$ cat src/design/multilevel_feedback_scheduler_unit_defines.svh
// Assertion macros shared by the scheduler RTL.
`ifndef MULTILEVEL_FEEDBACK_SCHEDULER_UNIT_DEFINES_SVH
`define MULTILEVEL_FEEDBACK_SCHEDULER_UNIT_DEFINES_SVH

`ifndef NO_ASSERTIONS
// same-cycle implication
`define MFS_ASSERT_IMPL(label, clk, rstn, ante, cons) \
    label: assert property (@(posedge clk) disable iff (!(rstn)) (ante) |-> (cons)) \
        else $error("scheduler assertion failed");
// next-cycle implication
`define MFS_ASSERT_NEXT(label, clk, rstn, ante, cons) \
    label: assert property (@(posedge clk) disable iff (!(rstn)) (ante) |=> (cons)) \
        else $error("scheduler assertion failed");
`else
`define MFS_ASSERT_IMPL(label, clk, rstn, ante, cons)
`define MFS_ASSERT_NEXT(label, clk, rstn, ante, cons)
`endif

`endif

$ cat src/design/mfs_pkg.sv
package mfs_pkg;

    localparam int LEVELS  = 3;
    localparam int LEVEL_W = 2;
    localparam int DATA_W  = 8;
    localparam int TIME_W  = 16;

    localparam logic [TIME_W-1:0]  TIME_MAX    = 16'hFFFF;
    localparam logic [LEVEL_W-1:0] LEVEL_TOP   = 2'd0;
    localparam logic [LEVEL_W-1:0] LEVEL_LAST  = 2'd2;
    localparam logic [LEVEL_W-1:0] LEVEL_END   = 2'd3;   // scan past the last level

    localparam logic OP_LOAD = 1'b0;
    localparam logic OP_TICK = 1'b1;

    localparam int CFG_ADDR_W = 4;
    localparam logic [1:0] REG_QUANTUM0 = 2'd0;
    localparam logic [1:0] REG_QUANTUM1 = 2'd1;
    localparam logic [1:0] REG_QUANTUM2 = 2'd2;

    localparam logic [DATA_W-1:0] QUANTUM0_RESET = 8'd1;
    localparam logic [DATA_W-1:0] QUANTUM1_RESET = 8'd2;
    localparam logic [DATA_W-1:0] QUANTUM2_RESET = 8'd4;

    typedef struct packed {
        logic [DATA_W-1:0]  arrival;
        logic [DATA_W-1:0]  remaining;
        logic [LEVEL_W-1:0] level;
        logic               arrived;
    } slot_entry_t;

endpackage

$ cat src/design/multilevel_feedback_scheduler_unit.sv
// Load word: written to the table in ST_IDLE; the block is ready again the next cycle.
// Tick word: a running slice goes start, run, hand-off; otherwise start (hand-off if no
//   work is left), scan one position or pass end per cycle over at most two passes,
//   then run and hand-off. Hand-off waits while the output register holds an untaken word.
// Synchronous active-low reset: slot table, time, scan position and slice cleared,
//   quanta back to 1/2/4; no clearing pass.
`include "multilevel_feedback_scheduler_unit_defines.svh"

module multilevel_feedback_scheduler_unit #(
    parameter int PROCESS_SLOTS = 5
) (
    input  logic        aclk,
    input  logic        aresetn,
    // input stream
    input  logic        s_tvalid,
    output logic        s_tready,
    input  logic [23:0] s_tdata,   // slot[2:0], arrival_tick[10:3], service_ticks[18:11], zero
    input  logic [0:0]  s_tuser,   // operation
    // result stream
    output logic        m_tvalid,
    input  logic        m_tready,
    output logic [7:0]  m_tdata,   // running_slot[2:0], run_level[4:3], all_done[5], zero
    output logic [0:0]  m_tuser,   // idle
    // register port
    input  logic        psel,
    input  logic        penable,
    input  logic        pwrite,
    input  logic [mfs_pkg::CFG_ADDR_W-1:0] paddr,
    input  logic [31:0] pwdata,
    output logic [31:0] prdata,
    output logic        pready
);

    localparam int SLOT_W = (PROCESS_SLOTS > 1) ? $clog2(PROCESS_SLOTS) : 1;
    localparam logic [SLOT_W-1:0] LAST_SLOT = SLOT_W'(PROCESS_SLOTS - 1);

    // sequencer codes
    localparam logic [2:0] ST_IDLE  = 3'd0;  // ready for a word
    localparam logic [2:0] ST_START = 3'd1;  // slice running? anything left?
    localparam logic [2:0] ST_SCAN  = 3'd2;  // one scan position per cycle
    localparam logic [2:0] ST_RUN   = 3'd3;  // one tick of the current slot
    localparam logic [2:0] ST_FIN   = 3'd4;  // hand result to output register

    logic [2:0] state_reg, state_next;

    logic [mfs_pkg::DATA_W-1:0]  q_reg [mfs_pkg::LEVELS];
    logic [mfs_pkg::TIME_W-1:0]  time_reg, time_next, time_inc;
    logic [mfs_pkg::LEVEL_W-1:0] scan_level_reg, scan_level_next;
    logic [SLOT_W-1:0]           scan_slot_reg, scan_slot_next;
    logic [SLOT_W-1:0]           cur_reg, cur_next;
    logic [mfs_pkg::DATA_W-1:0]  slice_reg, slice_next;
    logic                        ran_any_reg, ran_any_next;

    logic [SLOT_W-1:0]           res_slot_reg, res_slot_next;
    logic                        res_idle_reg, res_idle_next;
    logic [mfs_pkg::LEVEL_W-1:0] res_level_reg, res_level_next;

    logic                        m_valid_reg;
    logic [2:0]                  m_slot_reg;
    logic [mfs_pkg::LEVEL_W-1:0] m_level_reg;
    logic                        m_idle_reg;
    logic                        m_done_reg;

    // table access
    logic [SLOT_W-1:0]    tbl_idx;
    logic                 tbl_wr;
    mfs_pkg::slot_entry_t tbl_wdata, tbl_rdata;
    logic                 any_left;

    // input word fields
    logic                        in_op;
    logic [2:0]                  in_slot;
    logic [mfs_pkg::DATA_W-1:0]  in_arrival, in_service;
    logic [31:0]                 in_slot_wide;
    logic                        in_slot_ok;
    logic                        s_fire;
    logic [31:0]                 res_slot_wide;

    // scan datapath
    logic                        join_now;
    logic [mfs_pkg::LEVEL_W-1:0] lvl_eff;
    logic                        hit;
    logic [mfs_pkg::DATA_W-1:0]  q_sel, q_eff, slice_new;
    logic [mfs_pkg::DATA_W-1:0]  rem_dec;
    logic                        out_free;

    logic [1:0]                  cfg_idx;
    logic                        cfg_wr;

    assign in_op        = s_tuser[0];
    assign in_slot      = s_tdata[2:0];
    assign in_arrival   = s_tdata[10:3];
    assign in_service   = s_tdata[18:11];
    assign in_slot_wide = 32'(in_slot);
    assign in_slot_ok   = (in_slot_wide < 32'(PROCESS_SLOTS));

    assign s_tready = (state_reg == ST_IDLE);
    assign s_fire   = s_tvalid && s_tready;
    assign out_free = !m_valid_reg || m_tready;

    assign time_inc = (time_reg == mfs_pkg::TIME_MAX) ? time_reg
                                                      : time_reg + 16'd1;

    // a slot that has not joined yet does so once time reaches its arrival
    assign join_now = !tbl_rdata.arrived &&
                      ({8'd0, tbl_rdata.arrival} <= time_reg);
    assign lvl_eff  = join_now ? mfs_pkg::LEVEL_TOP : tbl_rdata.level;
    assign hit      = (tbl_rdata.arrived || join_now) &&
                      (lvl_eff == scan_level_reg) &&
                      (tbl_rdata.remaining != '0);

    always_comb begin
        case (lvl_eff)
            2'd0:    q_sel = q_reg[0];
            2'd1:    q_sel = q_reg[1];
            default: q_sel = q_reg[2];
        endcase
    end

    assign q_eff     = (q_sel == '0) ? 8'd1 : q_sel;
    assign slice_new = (tbl_rdata.remaining < q_eff) ? tbl_rdata.remaining : q_eff;
    assign rem_dec   = (tbl_rdata.remaining != '0) ? tbl_rdata.remaining - 8'd1
                                                   : tbl_rdata.remaining;

    mfs_slot_table #(
        .PROCESS_SLOTS(PROCESS_SLOTS),
        .SLOT_W       (SLOT_W)
    ) u_table (
        .aclk    (aclk),
        .aresetn (aresetn),
        .idx     (tbl_idx),
        .wr_en   (tbl_wr),
        .wr_data (tbl_wdata),
        .rd_data (tbl_rdata),
        .any_left(any_left)
    );

    // sequencer and shared slot datapath
    always_comb begin
        state_next      = state_reg;
        time_next       = time_reg;
        scan_level_next = scan_level_reg;
        scan_slot_next  = scan_slot_reg;
        cur_next        = cur_reg;
        slice_next      = slice_reg;
        ran_any_next    = ran_any_reg;
        res_slot_next   = res_slot_reg;
        res_idle_next   = res_idle_reg;
        res_level_next  = res_level_reg;
        tbl_idx         = cur_reg;
        tbl_wr          = 1'b0;
        tbl_wdata       = tbl_rdata;

        case (state_reg)
            ST_IDLE: begin
                tbl_idx = in_slot_wide[SLOT_W-1:0];
                if (s_fire) begin
                    if (in_op == mfs_pkg::OP_TICK) begin
                        state_next = ST_START;
                    end else if (in_slot_ok) begin
                        tbl_wr              = 1'b1;
                        tbl_wdata.arrival   = in_arrival;
                        tbl_wdata.remaining = in_service;
                        tbl_wdata.level     = mfs_pkg::LEVEL_TOP;
                        tbl_wdata.arrived   = 1'b0;
                        // reloading the running slot drops its slice
                        if (cur_reg == in_slot_wide[SLOT_W-1:0]) begin
                            slice_next = '0;
                        end
                    end
                end
            end
            ST_START: begin
                if (slice_reg != '0) begin
                    state_next = ST_RUN;
                end else if (!any_left) begin
                    // all work used up: idle, time held, pass restarts
                    scan_level_next = mfs_pkg::LEVEL_TOP;
                    scan_slot_next  = '0;
                    ran_any_next    = 1'b0;
                    res_slot_next   = '0;
                    res_idle_next   = 1'b1;
                    res_level_next  = '0;
                    state_next      = ST_FIN;
                end else begin
                    state_next = ST_SCAN;
                end
            end
            ST_SCAN: begin
                tbl_idx = scan_slot_reg;
                if (scan_level_reg == mfs_pkg::LEVEL_END) begin
                    scan_level_next = mfs_pkg::LEVEL_TOP;
                    scan_slot_next  = '0;
                    ran_any_next    = 1'b0;
                    if (!ran_any_reg) begin
                        // empty pass: one idle tick
                        time_next      = time_inc;
                        res_slot_next  = '0;
                        res_idle_next  = 1'b1;
                        res_level_next = '0;
                        state_next     = ST_FIN;
                    end
                end else begin
                    if (join_now) begin
                        tbl_wr            = 1'b1;
                        tbl_wdata.arrived = 1'b1;
                        tbl_wdata.level   = mfs_pkg::LEVEL_TOP;
                    end
                    if (scan_slot_reg == LAST_SLOT) begin
                        scan_slot_next  = '0;
                        scan_level_next = scan_level_reg + 2'd1;
                    end else begin
                        scan_slot_next = scan_slot_reg + SLOT_W'(1);
                    end
                    if (hit) begin
                        cur_next     = scan_slot_reg;
                        slice_next   = slice_new;
                        ran_any_next = 1'b1;
                        state_next   = ST_RUN;
                    end
                end
            end
            ST_RUN: begin
                tbl_idx             = cur_reg;
                tbl_wr              = 1'b1;
                tbl_wdata.remaining = rem_dec;
                slice_next          = slice_reg - 8'd1;
                time_next           = time_inc;
                // slice used up with work left: drop a level, bottom level holds
                if ((slice_reg == 8'd1) && (rem_dec != '0) &&
                    (tbl_rdata.level < mfs_pkg::LEVEL_LAST)) begin
                    tbl_wdata.level = tbl_rdata.level + 2'd1;
                end
                res_slot_next  = cur_reg;
                res_idle_next  = 1'b0;
                res_level_next = tbl_rdata.level;
                state_next     = ST_FIN;
            end
            ST_FIN: begin
                if (out_free) begin
                    state_next = ST_IDLE;
                end
            end
            default: begin
                state_next = ST_IDLE;
            end
        endcase
    end

    always_ff @(posedge aclk) begin
        if (!aresetn) begin
            state_reg      <= ST_IDLE;
            time_reg       <= '0;
            scan_level_reg <= mfs_pkg::LEVEL_TOP;
            scan_slot_reg  <= '0;
            cur_reg        <= '0;
            slice_reg      <= '0;
            ran_any_reg    <= 1'b0;
        end else begin
            state_reg      <= state_next;
            time_reg       <= time_next;
            scan_level_reg <= scan_level_next;
            scan_slot_reg  <= scan_slot_next;
            cur_reg        <= cur_next;
            slice_reg      <= slice_next;
            ran_any_reg    <= ran_any_next;
        end
    end

    always_ff @(posedge aclk) begin
        res_slot_reg  <= res_slot_next;
        res_idle_reg  <= res_idle_next;
        res_level_reg <= res_level_next;
    end

    // output register; all_done is sampled after the tick has updated the table
    assign res_slot_wide = 32'(res_slot_reg);

    always_ff @(posedge aclk) begin
        if (!aresetn) begin
            m_valid_reg <= 1'b0;
        end else if (state_reg == ST_FIN && out_free) begin
            m_valid_reg <= 1'b1;
        end else if (m_tready) begin
            m_valid_reg <= 1'b0;
        end
    end

    always_ff @(posedge aclk) begin
        if (state_reg == ST_FIN && out_free) begin
            m_slot_reg  <= res_slot_wide[2:0];
            m_level_reg <= res_level_reg;
            m_idle_reg  <= res_idle_reg;
            m_done_reg  <= !any_left;
        end
    end

    assign m_tvalid = m_valid_reg;
    assign m_tdata  = {2'b00, m_done_reg, m_level_reg, m_slot_reg};
    assign m_tuser  = m_idle_reg;

    // register port
    assign pready  = 1'b1;
    assign cfg_idx = paddr[3:2];
    assign cfg_wr  = psel && penable && pwrite && pready;

    always_ff @(posedge aclk) begin
        if (!aresetn) begin
            q_reg[0] <= mfs_pkg::QUANTUM0_RESET;
            q_reg[1] <= mfs_pkg::QUANTUM1_RESET;
            q_reg[2] <= mfs_pkg::QUANTUM2_RESET;
        end else if (cfg_wr) begin
            case (cfg_idx)
                mfs_pkg::REG_QUANTUM0: q_reg[0] <= pwdata[7:0];
                mfs_pkg::REG_QUANTUM1: q_reg[1] <= pwdata[7:0];
                mfs_pkg::REG_QUANTUM2: q_reg[2] <= pwdata[7:0];
                default: ;
            endcase
        end
    end

    always_comb begin
        case (cfg_idx)
            mfs_pkg::REG_QUANTUM0: prdata = {24'd0, q_reg[0]};
            mfs_pkg::REG_QUANTUM1: prdata = {24'd0, q_reg[1]};
            mfs_pkg::REG_QUANTUM2: prdata = {24'd0, q_reg[2]};
            default:               prdata = '0;
        endcase
    end

    // a tick of a slot is only ever run with slice left
    `MFS_ASSERT_IMPL(a_run_has_slice, aclk, aresetn, state_reg == ST_RUN, slice_reg != '0)
    // a run step always leads straight to a non-idle result
    `MFS_ASSERT_NEXT(a_run_to_fin, aclk, aresetn, state_reg == ST_RUN, state_reg == ST_FIN && !res_idle_reg)
    // an idle result carries neither slot nor level
    `MFS_ASSERT_IMPL(a_idle_clean, aclk, aresetn, m_tvalid && m_tuser[0], m_tdata[4:0] == 5'd0)
    // time never goes back
    `MFS_ASSERT_IMPL(a_time_mono, aclk, aresetn, $past(aresetn), time_reg >= $past(time_reg))

endmodule

$ cat src/design/mfs_slot_table.sv
// Per-slot process state, one access address per cycle.
module mfs_slot_table #(
    parameter int PROCESS_SLOTS = 5,
    parameter int SLOT_W        = 3
) (
    input  logic                 aclk,
    input  logic                 aresetn,
    input  logic [SLOT_W-1:0]    idx,
    input  logic                 wr_en,
    input  mfs_pkg::slot_entry_t wr_data,
    output mfs_pkg::slot_entry_t rd_data,
    output logic                 any_left
);

    mfs_pkg::slot_entry_t entry_reg [PROCESS_SLOTS];
    logic                 idx_ok;
    logic [PROCESS_SLOTS-1:0] busy;

    assign idx_ok = (32'(idx) < 32'(PROCESS_SLOTS));

    always_comb begin
        rd_data = '0;
        if (idx_ok) begin
            rd_data = entry_reg[idx];
        end
    end

    always_comb begin
        for (int i = 0; i < PROCESS_SLOTS; i++) begin
            busy[i] = (entry_reg[i].remaining != '0);
        end
    end

    assign any_left = |busy;

    always_ff @(posedge aclk) begin
        if (!aresetn) begin
            for (int i = 0; i < PROCESS_SLOTS; i++) begin
                entry_reg[i] <= '0;
            end
        end else if (wr_en && idx_ok) begin
            entry_reg[idx] <= wr_data;
        end
    end

endmodule

$ cat config.mk
export PLATFORM = sky130hd
export DESIGN_NAME = multilevel_feedback_scheduler_unit
export DESIGN_NICKNAME = d
export VERILOG_FILES = /design/src/design/mfs_pkg.sv /design/src/design/multilevel_feedback_scheduler_unit.sv /design/src/design/mfs_slot_table.sv
export VERILOG_INCLUDE_DIRS = /design/src /design/src/design
export SDC_FILE = /design/constraint.sdc
export NUM_CORES = 1
export LEC_CHECK = 0
export ABC_AREA = 0
export BUFFER_PORTS_ARGS = -buffer_cell sky130_fd_sc_hd__buf_2
export CAP_MARGIN = 25
export CORE_MARGIN = 10
export CORE_UTILIZATION = 50
export CTS_CLUSTER_DIAMETER = 60
export DETAILED_ROUTE_END_ITERATION = 6
export HOLD_SLACK_MARGIN = 0.1
export PLACE_DENSITY = 0.7
export SETUP_SLACK_MARGIN = 0.05
export SYNTH_ARGS = -nofsm -noshare
export SYNTH_HDL_FRONTEND = slang
export SYNTH_SLANG_ARGS = --single-unit
$ cat constraint.sdc
create_clock -name aclk -period 19.55 [get_ports aclk]
set_clock_uncertainty 0.15 [all_clocks]
set_input_delay 3.91 -clock aclk [delete_from_list [all_inputs] [get_ports aclk]]
set_output_delay 3.91 -clock aclk [all_outputs]
set_load 0.005 [all_outputs]
==> results by group <==
Floorplan
  • Initial core utilization: 51.2%
  • Top Ports: 112
  • Die Height: 159 um
  • Die W: 159 um
  • Total die area: 25200 sq um
  • Core Area: 18800 sq um
  • FP Rows: 50

Detailed routing
  • Vias: 7514
  • Initial drt markers: 679
  • Drt pass-1 iters: 5
  • Drt wl/cell: 19.4 um
  • Total Wirelength: 24500 um
  • Via density: 5.95
  • Residual DRC: 0
  • ANT nets after route: 0

Power and ir drop
  • Clock power frac: 32.8%
  • Psw: 333 uW
  • Power Total: 1.03 mW
  • Share of total power in sequential cells: 40.2%
  • Gate power share: 27.0%
  • Pleak: 4.03 nW
  • Peak VDD IR: 0.0594 mV
  • Internal power: 692 uW
  • PD cells: 96.9 nW/um^2
  • Sw Share: 32.5%

STA
  • Final setup viols: 0
  • PnR worst setup slack: 9.20 ns
  • RSZ-0062 raised after global routing: no
  • Achievable frequency: 96.6 MHz
  • Measured slew at the worst slew-check pin: 1.07 ns
  • Hold Slack: 0.269 ns
  • Part of the cycle the worst path needs: 52.9%
  • Slew headroom: 28.3%
  • Final Max Slew Viols: 0
  • Tmin final: 10.35 ns
  • Setup TNS Final: 0 ns
  • Final hold violation count: 0

Synthesis
  • Synth Register Bits: 169
  • Syn Inst Count: 955
  • Part of the Yosys area used for sequential elements: 48.8%
  • Largest area contributor in the netlist: edfxtp_1
  • Number of flops mapped to enable cells by yosys: 132
  • Synth area leaders: edfxtp_1, dfxtp_1, nor2_1
  • Synth top area share: 41.1%
  • Most used DFF post-synth: edfxtp_1
  • Post-synth cell types: 83
  • Syn. warnings: 0
  • Async SR Flop Fraction: 0%
  • Mapped cell area: 9640 sq um
  • Avg Synthesized Cell Area: 10.1 sq um

Placed design
  • IO Port Bufs: 53
  • Pre-CTS WS: 8.92 ns
  • Detailed placer's ending HPWL: 16400 um
  • RePlAce Congestion: 0.874

Clock tree
  • Post-CTS Hold Buffers: 0
  • Clock root buffer: clkbuf_16
  • CTS Sinks: 169
  • Number of H-tree levels: 4
  • Max clock buf depth: 2
  • Buffer count from post-CTS setup fixing: 0
  • Resized cells post-CTS: 0
  • Inserted Clock Buffers: 17
  • Worst-path clk slew: 0.06 ns
  • Worst-skew pair later-pin latency: 0.44 ns
  • CTS tree: yes

Min path
  • Hold WC Path Type: reg2reg
  • Hold path endpoint: m_level_reg[1]
  • Hold path depth: 0
  • Hold Crit Start: res_level_reg[1]

Global routing
  • Total GRT Usage: 19.0%
  • Overflow after GRT: 0
  • Grt peak-use layer: met2
  • Initial antenna violation count: 0
  • Vias in the first global route: 7453
  • Met3 Resource Use GR: 3.95%
  • Grt met1 use: 24.2%
  • Largest net degree at the start of global routing: 52
  • First-pass GRT wire length: 39100 um
  • Met2 Use GR: 30.9%

Critical path
  • Crit. End Element: flip-flop
  • Max incr delay on CP: 0.79 ns
  • Reg2reg setup slack: 11.93 ns
  • CP bufs+invs: 4
  • CP Data Arrival Time: 10.56 ns
  • FF-to-FF Start: state_reg[1]
  • Startpoint Class: input port
  • CP required: 19.76 ns
  • CP delay by family, top: compound AO/OA/AOI/OAI gates
  • Crit path kind: in2reg
  • RR Endpoint: slice_reg[7]
  • Critical path's most frequent cell: inv_1
  • Max FO, Critical Path: 27
  • R2r worst-path depth: 25
  • Slowest-stage cell, CP: o21ai_4

Finish
  • Layout Nets: 1081
  • Antenna diode count: 0
  • Most frequent cells in the layout: nor2_1, edfxtp_1, nand2_1
  • Core Util, Final: 56.2%
  • Layout cells sized above 1: 14.4%
  • Max reg flops: 95
  • Commonest non-fill, non-tap cell in the layout: nor2_1
  • Area grow syn2layout: 9.72%
  • Filler Cell Count: 1614

Status
  • Status: finished, final reports clean

Flow run
  • Maxcap violations: 0
cell type report:
type / instances / area (sq um) / share of cell area, %
clock buffer: 20 / 437 / 4.13
clock inverter: 12 / 140 / 1.33
inverter: 40 / 150 / 1.42
multi-input combinational: 694 / 4430 / 41.9
sequential: 169 / 4700 / 44.5
tap: 260 / 325 / 3.08
timing repair buffer: 68 / 385 / 3.64
through the flow:
stage | cells | instance area [sq um]
after floorplan | 980 | 9730
after global placement | 1230 | 9980
after detailed placement | 1230 | 9980
after CTS | 1262 | 10600
after global routing | 1263 | 10600
final | 1263 | 10600
cells by family (layout without fill, tap and decap cells):
logic type / Yosys count / count (layout) / share of synthesized area (%)
flip-flops: 169 / 169 / 48.8
AO/OA/AOI/OAI: 209 / 209 / 15.8
AND/OR/NAND/NOR: 376 / 376 / 18.9
adder cells (fa/ha/maj): 23 / 23 / 2.99
other: 2 / 27 / 0.0779
buffers and inverters: 117 / 140 / 6.21
multiplexers: 36 / 36 / 5.06
XOR/XNOR: 23 / 23 / 2.09
layer usage:
| metal | vias to the layer above | wire length [um] | share of wire [%] |
|---|---|---|---|
| met5 | - | 0 | 0 |
| met4 | 0 | 552 | 2.3 |
| met3 | 47 | 2000 | 8.2 |
| met2 | 333 | 11700 | 48 |
| met1 | 3629 | 10300 | 42 |
| li1 | 3505 | - | - |
power by group through the flow:
stage                     sequential, mW  combinational (mW)  clock [mW]
after floorplan                    0.414               0.212           0
after global placement             0.419               0.266           0
after detailed placement           0.419               0.270           0
after CTS                          0.412               0.272       0.340
after global routing               0.414               0.303       0.354
final                              0.412               0.277       0.337
cells in the mapped netlist (6+ instances only):
library cell and n:
nor2_1 147, edfxtp_1 132, nand2_1 68, inv_1 40, dfxtp_1 37, a21oi_1 31
and2_1 31, buf_4 30, clkbuf_1 28, o21ai_0 26, o211ai_1 25, ha_1 23
o21ai_1 23, nand3_1 21, mux2i_1 16, nor2b_1 16, nand4_1 15, nor3_1 14
nor4_1 14, o22ai_1 14, xnor2_1 14, buf_2 13, and3_1 11, a21o_1 9
a22oi_1 9, or3_1 9, xor2_1 9, mux2_4 8, o22a_1 8, a211oi_1 7
a31oi_1 6, and4_1 6, nand2b_1 6
worst register-to-register path: stages, from the launching register on:
cell and delay [ns]:
dfxtp_1 0.76, mux2i_4 0.60, o21ai_4 0.35, nor3_2 0.75, a22oi_1 0.23, inv_1 0.15, ha_1 0.25, nor2b_1 0.13
o211ai_1 0.15, a21oi_1 0.08, o31a_1 0.30, a21oi_4 0.38, a21oi_2 0.18, o22ai_1 0.46, ha_1 0.35, a21o_1 0.16
a21o_1 0.16, a21oi_1 0.17, inv_1 0.07, a2111oi_0 0.46, and2_1 0.22, inv_1 0.04, o31ai_1 0.20, o21ba_1 0.30
mux2_4 0.35, o21ai_1 0.14
worst max-delay path by stage:
stage,from,end,slack [ns],depth (start not counted)
4_1_cts,s_tdata[0],slice_reg[7],9.31,26
3_5_place_dp,s_tdata[0],slice_reg[6],8.92,26
2_1_floorplan,s_tdata[0],slice_reg[5],10.24,28
6_report,s_tdata[0],slice_reg[7],9.20,26
5_1_grt,s_tdata[0],slice_reg[7],8.77,26
3_3_place_gp,s_tdata[0],slice_reg[6],8.99,26
Power figures use the tool's default switching activity.
